File: src/rtl/psched_pkg.sv
// Package for the preemptive priority scheduler.
// Holds the slot count, the field widths, the request opcodes and the derived index width.
// No dependencies.
package psched_pkg;

  localparam int NUM_SLOTS = 3;
  localparam int SLOT_W    = (NUM_SLOTS > 2) ? $clog2(NUM_SLOTS) : 1;

  localparam int TICK_W = 16;
  localparam int DUR_W  = 10;
  localparam int PRI_W  = 7;

  localparam logic [TICK_W-1:0] TICK_MAX = {TICK_W{1'b1}};

  // request opcodes
  localparam logic OP_LOAD = 1'b0;
  localparam logic OP_TICK = 1'b1;

endpackage

File: src/rtl/preemptive_priority_scheduler.sv
// Preemptive priority scheduler: slot table, shared compare unit, sequencer.
// Uses psched_pkg for the slot count and widths.
// A load request is taken whenever the sequencer is idle. A tick request runs a scan state
// (one compare per slot), then an update state that holds while the result is stalled and
// then writes the result registers. No new request is taken until the sequencer is back in
// idle; loads leave it idle and go back to back. Reset (rst, synchronous) clears the tick
// counter and every slot's remaining work; other slot fields are written by loads.
module preemptive_priority_scheduler (
  input  logic                          clk,
  input  logic                          rst,
  // request channel
  input  logic                          in_valid,
  output logic                          in_stall,
  input  logic                          operation,
  input  logic [1:0]                    slot,
  input  logic [psched_pkg::DUR_W-1:0]  duration,
  input  logic [psched_pkg::PRI_W-1:0]  priority_req,
  input  logic [psched_pkg::TICK_W-1:0] arrival,
  // result channel
  output logic                          out_valid,
  input  logic                          out_stall,
  output logic [psched_pkg::TICK_W-1:0] tick_now,
  output logic [1:0]                    running_slot,
  output logic                          idle,
  output logic [2:0]                    waiting_mask,
  output logic [psched_pkg::DUR_W-1:0]  remaining_left,
  output logic                          all_done
);

  localparam int N  = psched_pkg::NUM_SLOTS;
  localparam int SW = psched_pkg::SLOT_W;

  // sequencer codes
  localparam logic [1:0] ST_IDLE   = 2'd0;
  localparam logic [1:0] ST_SCAN   = 2'd1;
  localparam logic [1:0] ST_UPDATE = 2'd2;

  logic [1:0] state;

  // slot table; only remaining work has a reset value
  logic [psched_pkg::DUR_W-1:0]  slot_duration  [N];
  logic [psched_pkg::PRI_W-1:0]  slot_priority  [N];
  logic [psched_pkg::TICK_W-1:0] slot_arrival   [N];
  logic [psched_pkg::DUR_W-1:0]  slot_remaining [N];

  logic [psched_pkg::TICK_W-1:0] elapsed_ticks;

  // scan bookkeeping
  logic [SW-1:0]                scan_idx;
  logic                         found;
  logic [SW-1:0]                best_idx;
  logic [psched_pkg::PRI_W-1:0] best_pri;
  logic [psched_pkg::DUR_W-1:0] best_dur;
  logic [N-1:0]                 elig;
  logic [N-1:0]                 nz;

  // request decode
  logic          accept;
  logic          load_ok;
  logic [SW-1:0] load_idx;

  assign in_stall = (state != ST_IDLE);
  assign accept   = in_valid && !in_stall;
  assign load_idx = SW'(slot);
  assign load_ok  = (32'(slot) < N);

  // shared compare unit: one slot per cycle
  logic [psched_pkg::DUR_W-1:0]  cur_rem;
  logic [psched_pkg::PRI_W-1:0]  cur_pri;
  logic [psched_pkg::DUR_W-1:0]  cur_dur;
  logic [psched_pkg::TICK_W-1:0] cur_arr;
  logic                          cur_elig;
  logic                          cur_better;

  always_comb begin
    cur_rem    = slot_remaining[scan_idx];
    cur_pri    = slot_priority[scan_idx];
    cur_dur    = slot_duration[scan_idx];
    cur_arr    = slot_arrival[scan_idx];
    cur_elig   = (cur_arr <= elapsed_ticks) && (cur_rem != '0);
    cur_better = !found || (cur_pri < best_pri) ||
                 ((cur_pri == best_pri) && (cur_dur < best_dur));
  end

  // update step
  logic [N-1:0]                 best_oh;
  logic [psched_pkg::DUR_W-1:0] left;
  logic                         done;
  logic                         out_free;

  always_comb begin
    best_oh = found ? (N'(1) << best_idx) : '0;
    left    = found ? (slot_remaining[best_idx] - 1'b1) : '0;
    done    = (left == '0) && ((nz & ~best_oh) == '0);
    out_free = !(out_valid && out_stall);
  end

  // sequencer and control
  always_ff @(posedge clk) begin
    if (rst) begin
      state         <= ST_IDLE;
      elapsed_ticks <= '0;
      out_valid     <= 1'b0;
      scan_idx      <= '0;
      found         <= 1'b0;
      for (int i = 0; i < N; i++) begin
        slot_remaining[i] <= '0;
      end
    end else begin
      // the update step sets out_valid itself
      if (out_valid && !out_stall && state != ST_UPDATE) begin
        out_valid <= 1'b0;
      end
      case (state)
        ST_IDLE: begin
          if (accept) begin
            if (operation == psched_pkg::OP_LOAD) begin
              if (load_ok) begin
                slot_remaining[load_idx] <= duration;
              end
            end else begin
              if (elapsed_ticks != psched_pkg::TICK_MAX) begin
                elapsed_ticks <= elapsed_ticks + 1'b1;
              end
              scan_idx <= '0;
              found    <= 1'b0;
              state    <= ST_SCAN;
            end
          end
        end
        ST_SCAN: begin
          if (cur_elig && cur_better) begin
            found <= 1'b1;
          end
          if (scan_idx == SW'(N - 1)) begin
            state <= ST_UPDATE;
          end else begin
            scan_idx <= scan_idx + 1'b1;
          end
        end
        ST_UPDATE: begin
          // hold until the result register is free
          if (out_free) begin
            if (found) begin
              slot_remaining[best_idx] <= left;
            end
            out_valid <= 1'b1;
            state     <= ST_IDLE;
          end
        end
        default: begin
          state <= ST_IDLE;
        end
      endcase
    end
  end

  // payload registers: slot fields, scan winners, result
  always_ff @(posedge clk) begin
    if (state == ST_IDLE && accept && operation == psched_pkg::OP_LOAD && load_ok) begin
      slot_duration[load_idx] <= duration;
      slot_priority[load_idx] <= priority_req;
      slot_arrival[load_idx]  <= arrival;
    end
    if (state == ST_SCAN) begin
      if (cur_elig && cur_better) begin
        best_idx <= scan_idx;
        best_pri <= cur_pri;
        best_dur <= cur_dur;
      end
      elig[scan_idx] <= cur_elig;
      nz[scan_idx]   <= (cur_rem != '0);
    end
    if (state == ST_UPDATE && out_free) begin
      tick_now       <= elapsed_ticks;
      running_slot   <= found ? 2'(best_idx) : 2'd0;
      idle           <= !found;
      waiting_mask   <= 3'(elig & ~best_oh);
      remaining_left <= left;
      all_done       <= done;
    end
  end

  // checks
  a_best_eligible: assert property (@(posedge clk) disable iff (rst)
    (state == ST_UPDATE && found) |-> elig[best_idx])
    else $error("chosen slot was not eligible");

  a_elig_has_work: assert property (@(posedge clk) disable iff (rst)
    (state == ST_UPDATE) |-> ((elig & ~nz) == '0))
    else $error("eligible slot without remaining work");

  a_idle_result: assert property (@(posedge clk) disable iff (rst)
    (out_valid && idle) |-> (running_slot == 2'd0 && remaining_left == '0 &&
                             waiting_mask == 3'd0))
    else $error("idle result carries a running slot or waiting slots");

  a_run_not_waiting: assert property (@(posedge clk) disable iff (rst)
    (out_valid && !idle) |-> (((3'd1 << running_slot) & waiting_mask) == 3'd0))
    else $error("running slot also marked waiting");

  a_result_held: assert property (@(posedge clk) disable iff (rst)
    (state == ST_UPDATE && out_valid && out_stall) |=> (state == ST_UPDATE))
    else $error("tick finished while result register was full");

endmodule
File: config.mk
export PLATFORM = sky130hd
export DESIGN_NAME = preemptive_priority_scheduler
export DESIGN_NICKNAME = d
export VERILOG_FILES = /design/src/rtl/psched_pkg.sv /design/src/rtl/preemptive_priority_scheduler.sv
export SDC_FILE = /design/constraint.sdc
export NUM_CORES = 1
export LEC_CHECK = 0
export BUFFER_PORTS_ARGS = -buffer_cell sky130_fd_sc_hd__buf_2
export CAP_MARGIN = 30
export CORE_ASPECT_RATIO = 1.75
export CORE_MARGIN = 1
export CORE_UTILIZATION = 37
export CTS_CLUSTER_DIAMETER = 80
export CTS_CLUSTER_SIZE = 30
export DETAILED_ROUTE_END_ITERATION = 8
export PLACE_DENSITY = 0.56
export SYNTH_ARGS = -nofsm -noshare
export SYNTH_HDL_FRONTEND = slang
export SYNTH_SLANG_ARGS = --single-unit
File: constraint.sdc
create_clock -name clk -period 12.8 [get_ports clk]
set_clock_uncertainty 0.05 [all_clocks]
set_input_delay 2.56 -clock clk [delete_from_list [all_inputs] [get_ports clk]]
set_output_delay 2.56 -clock clk [all_outputs]
set_load 0.05 [all_outputs]
==> reports/results.ini, run 1 <==
[run_status]
status=finished clean

[synthesis]
synth-seq-cells=223
syn-num-nets=799
synth_area_leader_cell=edfxtp_1
synth_area_mm2=0.00964
synth-async-reset-ratio_pct=0
synth-edff-count=197
synth.area.top_cells=edfxtp_1, dfxtp_1, ha_1
synth_top_area_share_pct=61.4
ys_seq_area_share_pct=66.8
synthCells=722
yosysWarnings=0
synth-main-ff-cell=edfxtp_1
yosysUniqueCellTypes=60
syn_area_per_cell_um2=13.4

[finish]
final_cell_mix=edfxtp_1, nor2_1, buf_2
final_common_cell=edfxtp_1
nNetsFinal=871
area_delta_synth_final_pct=11.2
layout-drive-gt1-share_pct=15.0
n_antenna_cell=0
fillers=2399

[timing]
whs_ps=423
fin_crit_ps=5060
tightest_slew_ps=881
layout_setup_ws_ps=7740
fmax_mhz=198
rsz0062_at_grt=no
setup_viol=0
timing.final.crit_share_pct=39.5
finalMaxSlewViolations=0
timing.setup.tns_ps=0
finalHoldViolations=0
slew_headroom_pct=41.0

[die]
die-height_um=216
dieArea_mm2=0.0267
die-width_um=124
core-area_mm2=0.0254
io_pins=75
rows=77
initial_core_util_pct=37.9

[drt]
detail_route.vias_per_cell=5.07
drc_errors=0
drt_pass1_iterations=5
wl_per_cell_um=18.5
ant_nets=0
drt_iter0_drc=351
vias=5649
wl_um=20600

[pwr]
power_density_mw_per_mm2=121
irDropWorstVdd_mv=0.0829
leakagePower_nw=3.69

[worst_setup_path]
end_kind=flip-flop
path_max_fanout=22
startpoint_type=input pin
cp_slowest_stage_delay_ps=710
crit_chain=buf_2 -> clkinv_1 -> nand3_1 -> inv_2 -> a32oi_1 -> nand2_1
cp_slowest_cell=a32oi_1
cp_num_buf_inv=3
critPathRequiredTime_ps=12880
critical_path.top_delay_family=buffers and inverters
crit_arrival_ps=5140
worstSetupPathType=input pin to flip-flop

[global_route]
grt_pass1_vias=5708
use_met1_pct=17.5
busiest_layer=met2
use_met3_pct=1.88
met2_usage_pct=30.6
antenna_found_initial=0
grt_max_degree=69
track_usage_pct=16.2
gr-total-overflow=0
grt_pass1_wl_um=31800

[clock_tree]
h-tree-depth=1
cts_tree=done
cts_buffers=11
cts-root-buf=clkbuf_16
cts_hold_buf=0
post_cts_resized=0
clock_latency_ps=480
clockBufferDepth=3
path_clk_slew_ps=110
postCtsSetupBuffers=0
cts.sink_count=223

[placement]
io_buffer_count=74
pre_cts_ws_ps=7300
hpwl_um=15100
globalplace.congestion=0.875

[min_path]
worstHoldPathType=flip-flop to flip-flop

[run]
max_cap_violations=0

[synthesized netlist by cell type (13+ instances only)]
cell type    n
edfxtp_1   197
nor2_1      75
nand2_1     60
inv_1       54
mux2i_1     41
o21ai_0     39
ha_1        37
a21oi_1     28
dfxtp_1     26
xnor2_1     18
clkbuf_1    14
nor3_1      13
[power by group]
group	total, mW	leakage (nW)	internal, mW	switching (mW)
clock	0.385	0.151	0.167	0.218
sequential	0.818	2.03	0.806	0.0121
combinational	0.100	1.50	0.0381	0.0618
total	1.30	3.69	1.01	0.292
[kinds of logic after synthesis]
logic type	share of synthesized area (%)
XOR/XNOR	1.73
buffers and inverters	3.15
multiplexers	7.07
flip-flops	66.8
adder cells (fa/ha/maj)	4.80
AO/OA/AOI/OAI	6.48
AND/OR/NAND/NOR	10.0
[final timing paths]
kind | depth (start not counted) | endpoint | from | slack (ps)
setup / recovery | 6 | slot_remaining[2][6]$_SDFFCE_PN0P_ | rst | 7740
hold / removal | 0 | tick_now[9]$_DFFE_PP_ | elapsed_ticks[9]$_SDFFE_PP0P_ | 420
setup reg to reg | 11 | best_dur[8]$_DFFE_PP_ | flip-flop | 9020
hold reg to reg | 0 | tick_now[9]$_DFFE_PP_ | elapsed_ticks[9]$_SDFFE_PP0P_ | 420
[final cells by class]
type                            instances  area, um2  share of cell area (%)
Tap cell                              316        395                    3.69
Inverter                               56        210                    1.96
Multi-Input combinational cell        421       2940                    27.4
Clock buffer                           16        294                    2.74
Timing Repair Buffer                   81        423                    3.94
Sequential cell                       223       6440                    60.0
Clock inverter                          1       20.0                   0.187
[per-stage QoR]
stage	power, mW	util, %	std cells	area, um2
global placement	0.935	40.9	1097	10400
CTS	1.32	42.2	1114	10700
detailed placement	0.936	40.9	1097	10400
finish	1.30	42.2	1114	10700
global route	1.35	42.2	1114	10700
floorplan	0.896	-	722	9640
[per-layer routing]
metal,part of all wire (%),vias to the layer above,routed length [um]
li1,-,2768,-
met1,37,2712,7570
met2,56,127,11500
met3,3.2,42,661
met4,4.2,0,857
met5,0,-,0
[sequential cells by signal (all words and copies together), names as in the netlist, 2 cells and up, named ones only]
register        flops
scan_idx            2
tick_now           16
best_dur           10
slot_duration      30
slot_priority      21
nz                  3
remaining_left     10
elig                3
best_pri            7
best_idx            2
waiting_mask        3
slot_arrival       48
slot_remaining     40
elapsed_ticks      16
running_slot        2
state               2
(Power assumes the default switching activity.)
==> inputs of run 2 (changes only) <==
- PLACE_DENSITY: 0.56 -> 0.58
- clock period: 12.8 -> 4.4 ns (I/O delays scaled with it)
==> run 2 against run 1 <==
  * Critical path type is now flip-flop to flip-flop
  * Via count grew 2.4%
  * Clock-buffer cell count is the same
  * Global-route usage grew 0.30 points
  * Critical path depth grew 4
  * Sequential power grew to 2.9 times the previous value
  * Sequential cell count is the same
  * Setup slack lost 6800 ps
  * Wire length grew 4.4%
  * Combinational power grew to 3.0 times the previous value
  * Register-to-register slack lost 8100 ps
  * Non-clock buffer count grew 14
==> reports/results.ini, run 2 (synthesis gave the netlist of run 1 again) <==
[timing]
timing.final.crit_share_pct=79.5
layout_setup_ws_ps=903
tightest_slew_ps=928
slew_headroom_pct=38.1
timing.setup.tns_ps=0
rsz0062_at_grt=no
setup_viol=0
fmax_mhz=286
whs_ps=416
finalMaxSlewViolations=0
finalHoldViolations=0
fin_crit_ps=3500

[finish]
layout-drive-gt1-share_pct=16.5
top_regs=slot_arrival x48, slot_remaining x40, slot_duration x30
fillers=2392
n_antenna_cell=0
final_cell_mix=edfxtp_1, nor2_1, buf_2
area_delta_synth_final_pct=12.7
top_register=slot_arrival
final_common_cell=edfxtp_1
largest_reg_flops=48
nNetsFinal=885
utilization_pct=42.7

[clock_tree]
clock_latency_ps=470
cts-root-buf=clkbuf_16
clockBufferDepth=3
postCtsSetupBuffers=0
cts_hold_buf=0
h-tree-depth=1
cts_buffers=11
path_clk_slew_ps=110
post_cts_resized=0
cts.sink_count=223
cts_tree=done

[worst_setup_path]
path_max_fanout=21
worstSetupPathType=flip-flop to flip-flop
cp_slowest_stage_delay_ps=810
critPathRequiredTime_ps=4520
startpoint_type=flip-flop
crit_arrival_ps=3610
crit_chain=buf_4 -> mux2i_1 -> o21ai_0 -> ha_1 -> a21o_1 -> a21o_1 -> a21oi_1 -> o211ai_1 -> a211oi_4 -> buf_4
end_kind=flip-flop
critical_path.top_delay_family=compound AO/OA/AOI/OAI gates
cp_slowest_cell=dfxtp_2
cp_num_buf_inv=2

[drt]
drc_errors=0
vias=5784
drt_iter0_drc=272
drt_pass1_iterations=4
wl_per_cell_um=19.1
wl_um=21500
ant_nets=0
detail_route.vias_per_cell=5.13

[global_route]
grt_pass1_vias=5858
gr-total-overflow=0
grt_max_degree=59
grt_pass1_wl_um=32300
met2_usage_pct=33.4
use_met3_pct=2.06
busiest_layer=met2
antenna_found_initial=0
use_met1_pct=16.1
track_usage_pct=16.5

[die]
core-area_mm2=0.0254
dieArea_mm2=0.0267
die-width_um=124
rows=77
initial_core_util_pct=37.9
die-height_um=216
io_pins=75

[pwr]
irDropWorstVdd_mv=0.275
leakagePower_nw=3.77
power_density_mw_per_mm2=348

[run_status]
status=finished clean

[placement]
pre_cts_ws_ps=815
io_buffer_count=74
globalplace.congestion=0.861
hpwl_um=16100

[run]
max_cap_violations=0

[min_path]
worstHoldPathType=flip-flop to flip-flop

-- run 2: changes by cell type in the layout (fill, tap and decap cells not counted), sizes merged --
cell / previous run / this run
buf: 81 / 95
-- run 2: metal layers --
layer / vias to the layer above / share of wire [%]
li1: 2807 / -
met1: 2847 / 35
met2: 95 / 59
met3: 35 / 3.1
met4: 0 / 3.5
met5: - / 0
-- run 2: layout make-up --
type                    count  area, um2  area share, %
clock inverters             1       20.0          0.184
repair buffers             95        541           4.97
flip-flops and latches    223       6440           59.2
clock buffers              16        294           2.71
multi-input cells         421       2970           27.3
well taps                 316        395           3.64
inverters                  56        210           1.93
-- run 2: per-stage QoR --
stage	cell area (um2)	cells	power (mW)
finish	10900	1128	3.79
global route	10900	1128	3.93
detailed placement	10600	1111	2.73
CTS	10900	1128	3.83
floorplan	9670	722	2.61
global placement	10600	1111	2.73
-- run 2: worst paths after layout --
path,startpoint,to,slack (ps),depth (start not counted)
setup / recovery,flip-flop,best_pri[2]$_DFFE_PP_,900,10
hold / removal,elapsed_ticks[5]$_SDFFE_PP0P_,tick_now[5]$_DFFE_PP_,420,0
setup reg to reg,flip-flop,best_pri[2]$_DFFE_PP_,900,10
hold reg to reg,elapsed_ticks[5]$_SDFFE_PP0P_,tick_now[5]$_DFFE_PP_,420,0
-- run 2: report_power, final --
part           switching, mW  internal [mW]  total [mW]  leakage [nW]
clock                  0.627          0.484        1.11         0.151
combinational          0.175          0.120       0.296          1.58
sequential            0.0357           2.34        2.38          2.03
total                  0.839           2.95        3.79          3.77
==> inputs of run 3 (changes only) <==
- PLACE_DENSITY: 0.58 -> 0.56
- clock period: 4.4 -> 3.4 ns (I/O delays scaled with it)
==> run 3 against run 2 <==
  * Global-route usage rose by 0.30 points
  * First-iteration DRC count rose by 15%
  * Clock power rose by 30%
  * Critical endpoint is now best_dur[6]$_DFFE_PP_
  * Non-clock buffer count rose by 2
  * Combinational power rose by 34%
==> reports/results.ini, run 3 (synthesis gave the netlist of run 1 again) <==
[run_status]
status=finished clean

[worst_setup_path]
critPathRequiredTime_ps=3540
cp_slowest_cell=dfxtp_2
worstSetupPathType=flip-flop to flip-flop
startpoint_type=flip-flop
cp_slowest_stage_delay_ps=540
timing.rr.end=best_dur[6]$_DFFE_PP_
reg2reg_depth=10
end_kind=flip-flop
path_max_fanout=17
crit_arrival_ps=3270
crit_top_cell=buf_12
crit_chain=buf_12 -> mux2i_1 -> o21ai_0 -> ha_1 -> a211oi_1 -> a21oi_1 -> o41ai_1 -> a31oi_1 -> a211oi_4 -> buf_12
rrSetupSlack_ps=270

[placement]
place_area_mm2=0.0106
hpwl_um=16100
pre_cts_ws_ps=229
dp.cells=1113
globalplace.congestion=0.881
io_buffer_count=74

[timing]
finalMaxSlewViolations=0
timing.setup.tns_ps=0
tightest_slew_ps=645
timing.final.crit_share_pct=92.2
rsz0062_at_grt=no
layout_setup_ws_ps=267
slew_headroom_pct=56.5
setup_viol=0
fin_crit_ps=3130
whs_ps=356
finalHoldViolations=0
fmax_mhz=319

[global_route]
grt_max_degree=43
grt_pass1_wl_um=33300
gr-total-overflow=0
grt_pass1_vias=6090
track_usage_pct=16.8
antenna_found_initial=1

[drt]
wl_per_cell_um=18.9
detail_route.vias_per_cell=5.06
ant_nets=0
met3WireLength_um=632
drc_errors=0
maxUsedRoutingLayer=met4
drt_pass1_iterations=4
drt_iter0_drc=313
wl_met1_um=7730
routed-wl-met2_um=12500
vias=5718
wl_um=21400

[die]
die-height_um=216
die-width_um=124
core-area_mm2=0.0254
rows=77
dieArea_mm2=0.0267
initial_core_util_pct=37.9
io_pins=75

[clock_tree]
cts_tree=done
cts.sink_count=223
cts_buffers=11
h-tree-depth=1
cts_hold_buf=0
postCtsSetupBuffers=0
post_cts_resized=0
clock_latency_ps=470
clockBufferDepth=3
path_clk_slew_ps=110
cts-root-buf=clkbuf_16

[run]
max_cap_violations=0

[finish]
largest_reg_flops=48
layout-drive-gt1-share_pct=17.0
nNetsFinal=887
n_antenna_cell=0
area_delta_synth_final_pct=13.3
top_regs=slot_arrival x48, slot_remaining x40, slot_duration x30
final_common_cell=edfxtp_1
top_register=slot_arrival
fillers=2419
multi_input_area_mm2=0.00297
final_cell_mix=edfxtp_1, nor2_1, buf_2
fin_area_mm2=0.0109
seq_area_mm2=0.00644
utilization_pct=42.9
fin_cells=1130

[pwr]
leakagePower_nw=3.79
power_mw=4.91
irDropWorstVdd_mv=0.333
power_density_mw_per_mm2=449

[min_path]
hold_path_end=slot_priority[1][3]$_DFFE_PP_
min_path_cells=1
min-delay-start=priority_req[3]
worstHoldPathType=input pin to flip-flop

run 3: cell type report:
class,count,share of cell area [%]
Sequential cell,223,59.0
Multi-Input combinational cell,421,27.2
Timing Repair Buffer,97,5.43
Tap cell,316,3.62
Clock buffer,14,2.62
Inverter,56,1.93
Clock inverter,3,0.229
run 3: power by group:
group          leakage (nW)  internal [mW]  switching (mW)
logic                  1.61          0.159           0.238
registers              2.03           3.03          0.0364
clock network         0.147          0.615           0.825
run 3: how the worst max path moves through the flow:
stage               depth (start not counted)                                  to  slack, ps
floorplan                                   5  slot_remaining[1][0]$_SDFFCE_PN0P_        120
global placement                           10               best_pri[1]$_DFFE_PP_        230
detailed placement                         10               best_pri[4]$_DFFE_PP_        230
CTS                                        10               best_dur[6]$_DFFE_PP_        220
global route                               10               best_pri[3]$_DFFE_PP_         50
finish                                     10               best_dur[6]$_DFFE_PP_        270
run 3: layer usage:
metal / vias up / track usage, %
met5: - / 0
met4: 0 / 5.71
met3: 34 / 1.88
met2: 98 / 33.5
met1: 2785 / 17.3
li1: 2801 / -
run 3: critical path, delay by kind of cell, from the launching register on:
family	cells	cell delay (ps)
mux	1	80
flops	1	540
buf+inv	2	420
compound gates	6	1440
fa+ha+maj	1	320
